## config.mk

```make
export PLATFORM = sky130hd
export DESIGN_NAME = ftn_queue
export DESIGN_NICKNAME = d
export VERILOG_FILES = /design/src/design/flat_triangle_normal_emitter_macros.svh /design/src/design/ftn_pkg.sv /design/src/design/ftn_queue.sv
export SDC_FILE = /design/constraint.sdc
export NUM_CORES = 1
export LEC_CHECK = 0
export BUFFER_PORTS_ARGS = -buffer_cell sky130_fd_sc_hd__buf_2
export CORE_MARGIN = 5
export CORE_UTILIZATION = 47
export DETAILED_ROUTE_END_ITERATION = 12
export PLACE_DENSITY = 0.85
export SETUP_SLACK_MARGIN = 0.2
export SYNTH_ARGS = -nofsm -noshare
export SYNTH_HDL_FRONTEND = slang
export SYNTH_SLANG_ARGS = --single-unit
```

## constraint.sdc

```tcl
create_clock -name clock -period 14.2 [get_ports clock]
set_input_delay 0 -clock clock [delete_from_list [all_inputs] [get_ports clock]]
set_output_delay 0 -clock clock [all_outputs]
set_load 0.05 [all_outputs]
```

## src/design/flat_triangle_normal_emitter_macros.svh

```systemverilog
// ----------------------------------------------------------------------------
// Flat triangle normal emitter assertion macros
// Shared concurrent assertion forms.
// ----------------------------------------------------------------------------
`ifndef FLAT_TRIANGLE_NORMAL_EMITTER_MACROS_SVH
`define FLAT_TRIANGLE_NORMAL_EMITTER_MACROS_SVH

// a condition implies a consequence in the next cycle
`define FTN_ASSERT_NEXT(label, clk, rst, cond, cons) \
   label: assert property (@(posedge clk) disable iff (rst) (cond) |=> (cons)) \
      else $error("assertion failed");

// a condition always holds
`define FTN_ASSERT_ALWAYS(label, clk, rst, cond) \
   label: assert property (@(posedge clk) disable iff (rst) (cond)) \
      else $error("assertion failed");

`endif

```

## src/design/ftn_pkg.sv

```systemverilog
// ----------------------------------------------------------------------------
// Flat triangle normal emitter package
// Widths, constants and payload types shared by the block.
// ----------------------------------------------------------------------------
package ftn_pkg;
   localparam int CoordWidth = 16;
   localparam int IndexWidth = 16;
   localparam int OneQ14 = 16384;

   typedef struct packed {
      logic                         start_mesh;
      logic signed [CoordWidth-1:0] a_x, a_y, a_z;
      logic signed [CoordWidth-1:0] b_x, b_y, b_z;
      logic signed [CoordWidth-1:0] c_x, c_y, c_z;
   } req_type;

   typedef struct packed {
      logic signed [15:0] pos_x, pos_y, pos_z;
      logic signed [15:0] norm_x, norm_y, norm_z;
      logic [15:0]        vertex_index;
      logic               degenerate;
      logic               last;
   } rsp_type;

   // classified triangle passed from front to back
   typedef struct packed {
      logic                         start_mesh;
      logic signed [CoordWidth-1:0] a_x, a_y, a_z;
      logic signed [CoordWidth-1:0] b_x, b_y, b_z;
      logic signed [CoordWidth-1:0] c_x, c_y, c_z;
      logic signed [15:0]           norm_x, norm_y, norm_z;
      logic                         degenerate;
   } tri_type;
endpackage

```

## src/design/ftn_queue.sv

```systemverilog
// ----------------------------------------------------------------------------
// Triangle queue
// Two-entry queue between front and back.
// ----------------------------------------------------------------------------
module ftn_queue import ftn_pkg::*; (
   input  logic    clock,
   input  logic    reset,
   input  logic    in_valid,
   output logic    in_ready,
   input  tri_type in_data,
   output logic    out_valid,
   input  logic    out_ready,
   output tri_type out_data
);
   tri_type    mem_ff [2];
   logic       wp_ff, rp_ff;
   logic [1:0] cnt_ff;
   logic       push, pop;

   assign in_ready  = (cnt_ff != 2'd2);
   assign out_valid = (cnt_ff != 2'd0);
   assign out_data  = mem_ff[rp_ff];
   assign push = in_valid && in_ready;
   assign pop  = out_valid && out_ready;

   always_ff @(posedge clock) begin
      if (reset) begin
         wp_ff <= 1'b0; rp_ff <= 1'b0; cnt_ff <= '0;
      end else begin
         if (push) begin
            mem_ff[wp_ff] <= in_data;
            wp_ff <= ~wp_ff;
         end
         if (pop) rp_ff <= ~rp_ff;
         cnt_ff <= cnt_ff + 2'(push) - 2'(pop);
      end
   end
endmodule

```

# Word-level counts from Yosys, hierarchy flattened
# Memories as Yosys holds them, arrays and structs flattened. A register that Yosys moved wholly into a read port is not among the register bits.
# Cells that the tools add are included.
# W data, S select, Z words.
[word_totals]
ff_bits = 4
mem_bits_rw = 388
in_bits = 198
elab_cells = 17
n_memories = 1
[memory_table]
columns = ["memory", "words", "word_bits", "rd", "rd_clocked_by_memory_dff", "wr", "line_no", "rtl"]
rows = [
  ["mem_ff", 2, 194, 1, 1, 1, "ftn_queue.sv:15", "tri_type mem_ff [2];"],
]
[op_classes]
add_sub_neg = 2
eq_ne = 1
muxes = 5
bitwise = 2
reduce_logical = 3
[ops]
columns = ["op", "count"]
rows = [
  ["$mux W1", 5],
  ["$add A2 B1 Y2", 1],
  ["$logic_and A1 B1 Y1", 2],
  ["$ne A2 B2 Y1 const B", 1],
  ["$not A1 Y1", 2],
  ["$reduce_bool A2 Y1", 1],
  ["$sub A2 B1 Y2", 1],
]

# Depth between registers and ports, before layout
[depth]
depth_word = 5
ltp_mapped = 8

# Least setup slack after synthesis
# No wires, ideal clock.
[synth_timing]
path_kind = "register -> register"
from = "reg cnt_ff[0]"
to = "mem mem_ff[1][0] (netlist name), enable pin"
setup_ns = 1.029
arrival_time_ns = 15.064
required_time_ns = 13.171
setup_slack_ns = -1.893
path_stages_with_launch = 4
n_path_buf = 0
synth_period_minus_slack_ns = 16.093
path_cell_list = "dfxtp_1 > nand2b_1 > nand2_1 > nor3b_1"
[synth_via]
elab_chain_len = 5
[synth_lines]
columns = ["element", "line_no", "rtl"]
rows = [
  ["start, declared", "ftn_queue.sv:17", "logic [1:0] cnt_ff;"],
  ["start signal, assigned", "ftn_queue.sv:35", "cnt_ff <= cnt_ff + 2'(push) - 2'(pop);"],
  ["$ne A2 B2 Y1", "ftn_queue.sv:20", "assign in_ready = (cnt_ff != 2'd2);"],
  ["net in_ready", "ftn_queue.sv:9", "output logic in_ready,"],
  ["$logic_and A1 B1 Y1", "ftn_queue.sv:23", "assign push = in_valid && in_ready;"],
  ["$mux W1", "ftn_queue.sv:30", "if (push) begin"],
  ["$mux W1", "ftn_queue.sv:27", "if (reset) begin"],
  ["$mux W1 (implied by the code)", "ftn_queue.sv:31", "mem_ff[wp_ff] <= in_data;"],
  ["end, declared", "ftn_queue.sv:15", ""],
]
# The timed path passes the listed nets, and every way through them passes these cells.

==> impl_metrics.py <==
metrics = {
    "sta": {
        "hold_viol_final": 0,
        "fin_tns_setup_ns": 0,
        "slew_violations": 0,
        "clock_skew_ns": 0.01327,
        "rsz0062_at_grt": "false",
        "fmax_mhz": 268.5,
        "worst_pin_slew_ns": 1.160,
        "post-route-period-util": 0.2623,
        "slew_headroom": 0.2266,
        "finalCriticalPeriod_ns": 3.725,
        "finalSetupViolCount": 0,
    },
    "route": {
        "drt_first_pass_iters": 4,
        "drc": 0,
        "vias_per_cell": 4.920,
        "drtIter0Drc": 474,
        "wl_per_cell_um": 20.87,
        "final_antenna_net_count": 0,
        "dr_total_vias": 8291,
        "wirelength_um": 35170,
    },
    "logic_synthesis": {
        "syn_avg_cell_area_um2": 23.72,
        "synth_seq_cells": 393,
        "synth_cell_types": 19,
        "synthMuxAreaShare": 0.1877,
        "synth_area_leader_cell": "edfxtp_1",
        "synth_edf_count": 388,
        "synthArstFlopShare": 0,
        "synth_top_family_by_area": "multiplexers",
        "synthesis.area_um2": 14900,
        "ys.flop_type": "edfxtp_1",
        "yosysTopAreaCellShare": 0.7820,
        "yosys-top-cells-area": "edfxtp_1, mux2_4, mux2_2",
        "ys_warn_count": 0,
        "syn_nets": 828,
        "synth_simple_gate_area_frac": 0.003779,
        "synth_fa_ha_area_frac": 0.001680,
        "syn_inst": 628,
        "synth_xor_xnor_area_share": 0.001764,
        "synth_compound_area_frac": 0.0005039,
        "yosysSeqAreaShare": 0.7887,
    },
    "outcome": {
        "status": "complete, no violations",
    },
    "worst_setup_path": {
        "crit_type": "reg2out",
        "critPathMaxStageDelay_ns": 1.09,
        "r2r-start": "cnt_ff[0]$_SDFF_PP0_",
        "arrival_ns": 3.72,
        "crit_path_frequent_cell": "buf_4",
        "critPathLaunchType": "flop",
        "crit_chain": "buf_4, buf_4, mux2_4, buf_2",
        "timing.rr.end": "mem_ff[1][68]$_DFFE_PP_",
        "endpoint_kind": "primary output",
        "worst-r2r-cell-count": 5,
        "cp_data_required_time_ns": 14.20,
        "crit_cells": 4,
        "rrSetupSlack_ns": 11.15,
        "crit_path_end": "out_data[118]",
        "crit_family": "buffers and inverters",
        "crit_buf_inv": 3,
        "path_max_fanout": 68,
        "slowest_stage": "dfxtp_4",
    },
    "clock_network": {
        "clock_path_buffers": 3,
        "clk_latency_ns": 0.51,
        "path_clk_slew_ns": 0.07,
        "cts_num_sinks": 393,
        "clockRootBuffer": "clkbuf_16",
        "cts_inserted_buffers": 40,
        "cts_resized": 0,
        "cts_tree": "yes",
        "htreeDepth": 2,
    },
    "pwr": {
        "power_density_nw_per_um2": 173.4,
        "leakage_uw": 0.007938,
        "ir_worst_vdd_mv": 0.1310,
    },
    "place": {
        "portBuffers": 393,
        "routabilityCongestion": 0.7895,
        "place_inst": 1410,
        "dpl.hpwl_um": 21160,
    },
    "grt": {
        "antenna_found_initial": 6,
        "grt_pass1_wl_um": 53510,
        "grt_max_degree": 83,
        "first_global_vias": 9252,
        "grt_overflow": 0,
        "grt_use_total": 0.1938,
    },
    "floorplan": {
        "die-area_um2": 35360,
        "die-width_um": 188.0,
        "pin_count": 394,
        "std_cell_rows": 65,
        "die_h_um": 188.0,
        "core-area_um2": 31390,
        "start_util": 0.4746,
    },
    "cells_and_area": {
        "nNetsFinal": 1447,
        "most-common-layout-cells": "buf_2, edfxtp_1, dlygate4sd3_1",
        "num-fill-cells": 1991,
        "layout_commonest_cell": "buf_2",
        "seq_area_um2": 11760,
        "drive_gt1_frac": 0.5121,
        "final_cell_count_no_fill": 1685,
        "multiInputGateArea_um2": 2934,
        "synthToLayoutAreaGrowth_pct": 37.07,
    },
    "min_path": {
        "hp-class": "in2reg",
    },
    "job": {
        "drv_cap": 0,
    },
}
-- power by group --
part,internal [uW],switching (uW)
registers,1380,55.8
logic,388,758
clock network,540,420
-- per-stage QoR --
step	setup slack, ns	hold WS [ns]	utilization	total power (uW)	area, um^2
floorplan	5.049	0.07161	-	2368	14910
global placement	11.07	0.1868	0.5489	2536	17230
detailed placement	10.99	0.1907	0.5489	2552	17230
CTS	10.43	0.01220	0.6501	3553	20410
global route	10.28	0.04397	0.6505	3671	20420
finish	10.48	0.05826	0.6505	3542	20420
-- flip-flops by register name (all words and copies together) (netlist names), named ones only --
register,cells
cnt_ff,2
rp_ff,1
mem_ff,388
wp_ff,1
-- metal layers --
| layer | global-route usage | up-vias | wire (um) |
|---|---|---|---|
| li1 | - | 3752 | - |
| met3 | 0.05975 | 76 | 2889 |
| met1 | 0.2154 | 4061 | 12480 |
| met4 | 0.06945 | 0 | 1153 |
| met5 | 0 | - | 0 |
| met2 | 0.3508 | 402 | 18660 |
-- worst min path at each step --
stage / from / to / slack, ns / cells past startpoint
2_1_floorplan: reset / cnt_ff[0]$_SDFF_PP0_ / 0.07 / 1
3_3_place_gp: in_data[26] / mem_ff[1][26]$_DFFE_PP_ / 0.19 / 1
3_5_place_dp: in_data[148] / mem_ff[1][148]$_DFFE_PP_ / 0.19 / 1
4_1_cts: in_valid / wp_ff$_SDFFE_PP0N_ / 0.01 / 3
5_1_grt: in_valid / wp_ff$_SDFFE_PP0N_ / 0.04 / 3
6_report: in_valid / wp_ff$_SDFFE_PP0N_ / 0.06 / 3
-- worst reg2reg max path, delay by kind of cell (launching register included) --
family / cells / cell delay (ns)
buffers and inverters: 2 / 1.36
and+or+nand+nor: 3 / 0.86
DFF: 1 / 0.38
-- cell usage after synthesis (2+ instances only) --
| master | number |
|---|---|
| buf_2 | 3 |
| buf_6 | 18 |
| dfxtp_1 | 5 |
| edfxtp_1 | 388 |
| ha_1 | 2 |
| mux2_2 | 35 |
| mux2_4 | 160 |
| nor2_1 | 4 |
| nor2b_1 | 2 |
| xnor2_1 | 2 |
-- logic make-up (layout without fill, tap and decap cells) --
logic type / after synthesis / after routing
other: 0 / 6
flip-flops: 393 / 393
buffers and inverters: 23 / 672
XOR/XNOR: 3 / 3
multiplexers: 195 / 195
AO/OA/AOI/OAI: 1 / 1
adder cells (fa/ha/maj): 2 / 2
AND/OR/NAND/NOR: 11 / 11
-- what timing repair did --
item / 4_1_cts / 5_1_grt
endpoints found under the hold margin: 409 / 0
setup buffers: 0 / 0
hold buffers: 197 / 0
-- layout make-up --
cell class                      instances  share of cell area
Tap cell                              402             0.02463
Timing Repair Buffer                  599              0.1962
Clock inverter                         26            0.006801
Inverter                                1           0.0001838
Multi-Input combinational cell        212              0.1437
Sequential cell                       393              0.5756
Clock buffer                           46             0.05220
Antenna cell                            6           0.0007352
(Power assumes the default switching activity.)
