===== config.mk =====
export PLATFORM = sky130hd
export DESIGN_NAME = ftn_back
export DESIGN_NICKNAME = d
export VERILOG_FILES = /design/src/design/ftn_pkg.sv /design/src/design/ftn_back.sv
export VERILOG_INCLUDE_DIRS = /design/src /design/src/design
export SDC_FILE = /design/constraint.sdc
export NUM_CORES = 1
export LEC_CHECK = 0
export ABC_CLOCK_PERIOD_IN_PS = 6360
export CORE_AREA = 2 2 121 123
export DETAILED_ROUTE_END_ITERATION = 10
export DIE_AREA = 0 0 123 125
export DONT_BUFFER_PORTS = 1
export PLACE_DENSITY = 0.4
export SETUP_SLACK_MARGIN = 0.05
export SLEW_MARGIN = 20
export SYNTH_ARGS = -nofsm -noshare
export SYNTH_HDL_FRONTEND = slang
export SYNTH_SLANG_ARGS = --single-unit

===== constraint.sdc =====
create_clock -name clock -period 6.36 [get_ports clock]
set_input_delay 0.636 -clock clock [delete_from_list [all_inputs] [get_ports clock]]
set_output_delay 0.636 -clock clock [all_outputs]
set_load 0.01 [all_outputs]

===== src/design/flat_triangle_normal_emitter_macros.svh =====
// ----------------------------------------------------------------------------
// Flat triangle normal emitter assertion macros
// Shared concurrent assertion forms.
// ----------------------------------------------------------------------------
`ifndef FLAT_TRIANGLE_NORMAL_EMITTER_MACROS_SVH
`define FLAT_TRIANGLE_NORMAL_EMITTER_MACROS_SVH

// a condition implies a consequence in the next cycle
`define FTN_ASSERT_NEXT(label, clk, rst, cond, cons) \
   label: assert property (@(posedge clk) disable iff (rst) (cond) |=> (cons)) \
      else $error("assertion failed");

// a condition always holds
`define FTN_ASSERT_ALWAYS(label, clk, rst, cond) \
   label: assert property (@(posedge clk) disable iff (rst) (cond)) \
      else $error("assertion failed");

`endif


===== src/design/ftn_pkg.sv =====
// ----------------------------------------------------------------------------
// Flat triangle normal emitter package
// Widths, constants and payload types shared by the block.
// ----------------------------------------------------------------------------
package ftn_pkg;
   localparam int CoordWidth = 16;
   localparam int IndexWidth = 16;
   localparam int OneQ14 = 16384;

   typedef struct packed {
      logic                         start_mesh;
      logic signed [CoordWidth-1:0] a_x, a_y, a_z;
      logic signed [CoordWidth-1:0] b_x, b_y, b_z;
      logic signed [CoordWidth-1:0] c_x, c_y, c_z;
   } req_type;

   typedef struct packed {
      logic signed [15:0] pos_x, pos_y, pos_z;
      logic signed [15:0] norm_x, norm_y, norm_z;
      logic [15:0]        vertex_index;
      logic               degenerate;
      logic               last;
   } rsp_type;

   // classified triangle passed from front to back
   typedef struct packed {
      logic                         start_mesh;
      logic signed [CoordWidth-1:0] a_x, a_y, a_z;
      logic signed [CoordWidth-1:0] b_x, b_y, b_z;
      logic signed [CoordWidth-1:0] c_x, c_y, c_z;
      logic signed [15:0]           norm_x, norm_y, norm_z;
      logic                         degenerate;
   } tri_type;
endpackage


===== src/design/ftn_back.sv =====
// ----------------------------------------------------------------------------
// Back: vertex emitter
// Emit three vertices per triangle with the running index.
// ----------------------------------------------------------------------------
module ftn_back import ftn_pkg::*; (
   input  logic    clock,
   input  logic    reset,
   input  logic    in_valid,
   output logic    in_ready,
   input  tri_type in_data,
   output logic    out_valid,
   input  logic    out_ready,
   output rsp_type out_data
);
`include "flat_triangle_normal_emitter_macros.svh"
   logic [1:0]            k_ff;
   logic [IndexWidth-1:0] cnt_ff;
   logic [IndexWidth-1:0] base;
   logic                  fire;

   assign out_valid = in_valid;
   assign fire      = in_valid && out_ready;
   assign in_ready  = fire && (k_ff == 2'd2);
   assign base      = (in_data.start_mesh ? '0 : cnt_ff) + IndexWidth'(k_ff);

   always_comb begin
      out_data = '0;
      unique case (k_ff)
         2'd0: begin
            out_data.pos_x = 16'(in_data.a_x); out_data.pos_y = 16'(in_data.a_y);
            out_data.pos_z = 16'(in_data.a_z);
         end
         2'd1: begin
            out_data.pos_x = 16'(in_data.b_x); out_data.pos_y = 16'(in_data.b_y);
            out_data.pos_z = 16'(in_data.b_z);
         end
         default: begin
            out_data.pos_x = 16'(in_data.c_x); out_data.pos_y = 16'(in_data.c_y);
            out_data.pos_z = 16'(in_data.c_z);
         end
      endcase
      out_data.norm_x = in_data.norm_x;
      out_data.norm_y = in_data.norm_y;
      out_data.norm_z = in_data.norm_z;
      out_data.vertex_index = 16'(base);
      out_data.degenerate = in_data.degenerate;
      out_data.last = (k_ff == 2'd2);
   end

   always_ff @(posedge clock) begin
      if (reset) begin
         k_ff <= '0; cnt_ff <= '0;
      end else if (fire) begin
         if (k_ff == 2'd2) begin
            k_ff   <= '0;
            cnt_ff <= base + IndexWidth'(1);
         end else begin
            k_ff <= k_ff + 2'd1;
         end
      end
   end

   `FTN_ASSERT_ALWAYS(a_k_range, clock, reset, k_ff != 2'd3)
   `FTN_ASSERT_NEXT(a_last_wraps, clock, reset, fire && k_ff == 2'd2, k_ff == 2'd0)
   `FTN_ASSERT_NEXT(a_step, clock, reset, fire && k_ff != 2'd2, k_ff == $past(k_ff) + 2'd1)
endmodule

**Word level (Yosys, flattened, before mapping)**

Cells that the tools add are included.

- Bits of input ports: 198
- Output and inout port bits: 116
- Bits in registers: 18

- Add/subtract/negate cells: 3
- Equality and inequality tests: 2
- Multiplexer cells: 3
- Reduce and logical (&&, ||, !) cells: 4

Operators by type and width:

| cell | number |
|---|---|
| 48-bit one-hot mux with 2 select lines | 1 |
| 16-bit by 1-bit adder with 16-bit output, second input constant | 1 |
| 16-bit by 2-bit adder with 16-bit output | 1 |
| 16-bit 2-to-1 mux | 1 |
| 2-bit by 1-bit adder with 2-bit output, second input constant | 1 |
| 2-bit by 1-bit == test with 1-bit output, second input constant | 1 |
| 2-bit == test, second input constant | 1 |
| 1-bit logical AND | 2 |
| 2-bit logical NOT | 1 |
| 2-bit 2-to-1 mux | 1 |
| 2-bit AND reduction | 1 |

**Longest topological paths before layout**

- Depth after elaboration: 3
- Gate-level depth with buffers: 12
- Mapped depth without buffers: 10

**Least setup slack after synthesis**

No wires, ideal clock.

- Path kind: input port to flip-flop
- From: in in_data[193] (netlist bit)
- To: reg cnt_ff[13]
- Path slack: 2.822 ns
- Arrival time: 3.422 ns
- Data required time: 6.245 ns
- Path buffers: 2
- Setup time: 0.115 ns
- Stages: 10
- Path through: clkbuf_1 clkbuf_1 nor2b_1 ha_1 fa_1 xnor2_1 and4bb_2 nand4_2 or4_1 and3_1

RTL lines:

| item | line | text |
|---|---|---|
| from (decl) | ftn_back.sv:10 | `input tri_type in_data,` |
| to (signal assigned) | ftn_back.sv:56 | `cnt_ff <= base + IndexWidth'(1);` |
| to (decl) | ftn_back.sv:17 | `logic [IndexWidth-1:0] cnt_ff;` |

==> summary.md <==
| Metric | Value |
|---|---|
| H-Tree Depth | `1` |
| Post-Layout Cell Count | `512` |
| Clk buf depth | `2` |
| Tot GR Track Use | `14.9%` |
| CTS Sinks | `18` |
| Critical path, cell by cell | `ha_1 -> fa_1 -> nand3b_1 -> nor4_1 -> mux2i_1 -> o211ai_1 -> or4_1 -> a31oi_1` |
| Residual DRC | `0` |
| R2R Path End | `cnt_ff[15]` |
| CTS tree | `built` |
| Setup Buffers After CTS | `0` |
| First-pass GRT wire length | `about 16000 um` |
| Hold EP | `k_ff[0]` |
| R2r worst-path depth | `8` |
| Num CTS Buffers | `3` |
| Ys flop type | `dfxtp_1` |
| Number of synthesized register bits | `18` |
| Crit path required time | `roughly 6500 ps` |
| Fin. max-slew vios | `0` |
| CP startpoint kind | `flop` |
| Number of global-route vias before repair | `around 2300` |
| Layout Cell Area excl Fill | `~2600 sq um` |
| Final period utilization | `approximately 59%` |
| Final worst slack | `approximately 2600 ps` |
| Synth top area share | `~18%` |
| Detail Route Antenna Nets | `0` |
| Hold Path Stages | `1` |
| Drt wl/cell | `roughly 24 um` |
| Switching Fraction | `between 30% and 40%` |
| Max_cap viols | `0` |
| Final Hold Vio Count | `0` |
| Slowest stage delay, CP | `880 ps` |
| Post-Synthesis Cells | `399` |
| Library cells used by synthesis | `48` |
| Maximum operating frequency | `approximately 270 MHz` |
| # IOs | `314` |
| Asr flop ratio synth | `0%` |
| Mapped Area | `2800 sq um` |
| Adder-cell share of the synthesized area | `~2.1%` |
| Met3 wire length | `1660 um` |
| Combinational Power Share | `a little under a quarter` |
| TritonRoute pass-1 iters | `4` |
| Compound-Gate Fraction of Synth Area | `between 10% and 20%` |
| Post-Synth XOR/XNOR Area | `4.38%` |
| Chip height | `approximately 130 um` |
| Top routing layer in use | `met5` |
| Reg2reg setup slack | `approximately 2600 ps` |
| Slew at the pin closest to its max-slew limit | `a little over 900 ps` |
| Critical path arrival | `around 3900 ps` |
| # nets final | `531` |
| Origin of the critical flop-to-flop path | `k_ff[0]` |
| Post-synthesis mux area share | `a little under a fifth` |
| Min-Delay Path Class | `input pin to flop` |
| Power Internal | `approximately 230 uW` |
| Vias per cell | `5.09` |
| Clk_lat worst skew | `250 ps` |
| Clock power frac | `about two fifths` |
| Min-delay src | `reset` |
| Crit path kind | `flop to flop` |
| M1 WL | `around 5200 um` |
| Post-synthesis simple-gate area fraction | `25.0%` |
| Maximum VDD drop | `62.5 uV` |
| Hold buffers post-CTS | `0` |
| Share of cells above drive strength 1 | `between 5 and 6%` |
| Initial DRC Count | `170` |
| CTS-repair resized insts | `0` |
| Place WS | `2550 ps` |
| Met2 routed WL | `roughly 4900 um` |
| Commonest non-fill, non-tap cell in the layout | `nand2_1` |
| Routed via count | `2604` |
| Ant diodes | `0` |
| Fin Setup TNS | `0 ps` |
| Placer Congestion | `roughly 0.85` |
| Area delta synth->final | `-5.50%` |
| Finish-stage setup viols | `0` |
| Initial core utilization | `about 20%` |
| Core Region | `14200 sq um` |
| Avg Inst Size Synth | `7.01 sq um` |
| Most frequent cells in the layout | `61 x nand2_1, 52 x o21ai_0, 49 x mux2i_1, 21 x nor2_1, 16 x dfxtp_1` |
| Status | `finished, final reports clean` |
| Cells after DPL | `just over 500` |
| Clk root buf | `clkbuf_16` |
| Seq/Total Area, Yosys | `between 10% and 20%` |
| Fin crit period | `approximately 3800 ps` |
| Worst-path clk slew | `approximately 60 ps` |
| Slowest-stage cell, CP | `dfxtp_4` |
| Largest family of logic cells by synthesized area | `simple AND/OR/NAND/NOR gates` |
| Post-synth EDFFs | `0` |
| CP endpoint kind | `flop` |
| Flop pwr share | `a little under two fifths` |
| Pwr dens | `129 nW/um^2` |
| Initial antenna violation count | `1` |
| I/O Buffers | `0` |
| Worst Skew | `~1.9 ps` |
| DP Area | `2560 sq um` |
| HPWL Detailed | `around 10000 um` |
| Cell taking the most area after synthesis | `mux2i_1` |
| Syn nets | `roughly 600` |
| Yosys Warn Count | `0` |
| Largest fanout on the critical path | `53` |
| RSZ-0062 raised after global routing | `false` |
| Most area-consuming cells after synthesis | `mux2i_1 18%, buf_4 13%, dfxtp_1 13%` |
| Total die area | `roughly 15000 sq um` |
| Largest net degree at the start of global routing | `103` |
| Final WL | `12100 um` |
| Die width | `about 120 um` |
| Sw Pwr | `approximately 120 uW` |
| Grt ovf | `0` |
| Slew HR | `~39%` |
| Leak | `approximately 0.00075 uW` |
| Rows | `between 40 and 50` |
power groups by stage:
| stage | clock [uW] | combinational, uW | sequential (uW) |
|---|---|---|---|
| 2_1_floorplan | 0 | 106 | 117 |
| 3_3_place_gp | 0 | 82.4 | 130 |
| 3_5_place_dp | 0 | 82.9 | 130 |
| 4_1_cts | 138 | 82.9 | 128 |
| 5_1_grt | 142 | 87.2 | 129 |
| 6_report | 133 | 81.3 | 128 |
state kept, by name, indices dropped and copies added, names as in the netlist:
name,count
cnt_ff,16
k_ff,2
critical path: cells and delay by family, from the launching register on:
family | cells | cell delay [ps]
flip-flops | 1 | 880
AND/OR/NAND/NOR | 3 | 1140
adder cells (fa/ha/maj) | 2 | 650
AO/OA/AOI/OAI | 2 | 430
multiplexers | 1 | 580
worst max-delay path by stage:
stage	end	from	cells after the start	slack (ps)
final	cnt_ff[15]	k_ff[0]	8	2600
after global routing	cnt_ff[15]	k_ff[0]	8	2310
after CTS	cnt_ff[15]	k_ff[0]	8	2530
after detailed placement	cnt_ff[15]	k_ff[0]	8	2550
after global placement	cnt_ff[15]	k_ff[0]	8	2640
after floorplan	cnt_ff[13]	in_data[193]	10	2820
through the flow:
stage	util (%)	total power [uW]	hold WS, ps
after floorplan	-	223	432
after global placement	18.1	212	440
after detailed placement	18.1	213	442
after CTS	18.6	349	440
after global routing	18.6	358	440
final	18.6	342	445
Yosys cell counts (2+ instances only):
master,number
nor4_1,2
nor3b_1,2
buf_4,50
mux2i_1,49
ha_1,3
mux2_2,2
nand4_1,2
nor2b_1,6
inv_1,7
o21ai_0,52
nand2b_1,5
or2b_1,2
clkbuf_1,19
xor2_1,9
and3_1,2
xnor2_1,5
or2_2,2
nand2_1,61
a21oi_1,11
a211oi_1,10
o31ai_1,2
a31oi_1,2
or3_1,5
nor3_1,6
or4_1,4
nand3b_1,2
nand4_2,2
dfxtp_1,18
nand3_1,10
buf_1,5
o211ai_1,5
nor2_1,21
area by class of cell:
type	instances	area, sq um
multi-input cells	299	1940
inverters	7	26.3
fillers	1658	11600
clock buffers	4	78.8
flip-flops and latches	18	368
well taps	184	230
cells by family (layout without fill, tap and decap cells):
logic type | Yosys count | count (layout)
XOR/XNOR | 14 | 14
AND/OR/NAND/NOR | 140 | 140
flip-flops | 18 | 18
adder cells (fa/ha/maj) | 4 | 4
AO/OA/AOI/OAI | 90 | 90
multiplexers | 51 | 51
buffers and inverters | 82 | 11
routing by layer:
layer | track usage [%] | vias to the layer above
li1 | - | 1214
met1 | 19.7 | 1205
met2 | 20.2 | 169
met3 | 8.99 | 10
met4 | 1.60 | 6
met5 | 9.87 | -
(Power assumes the default switching activity.)
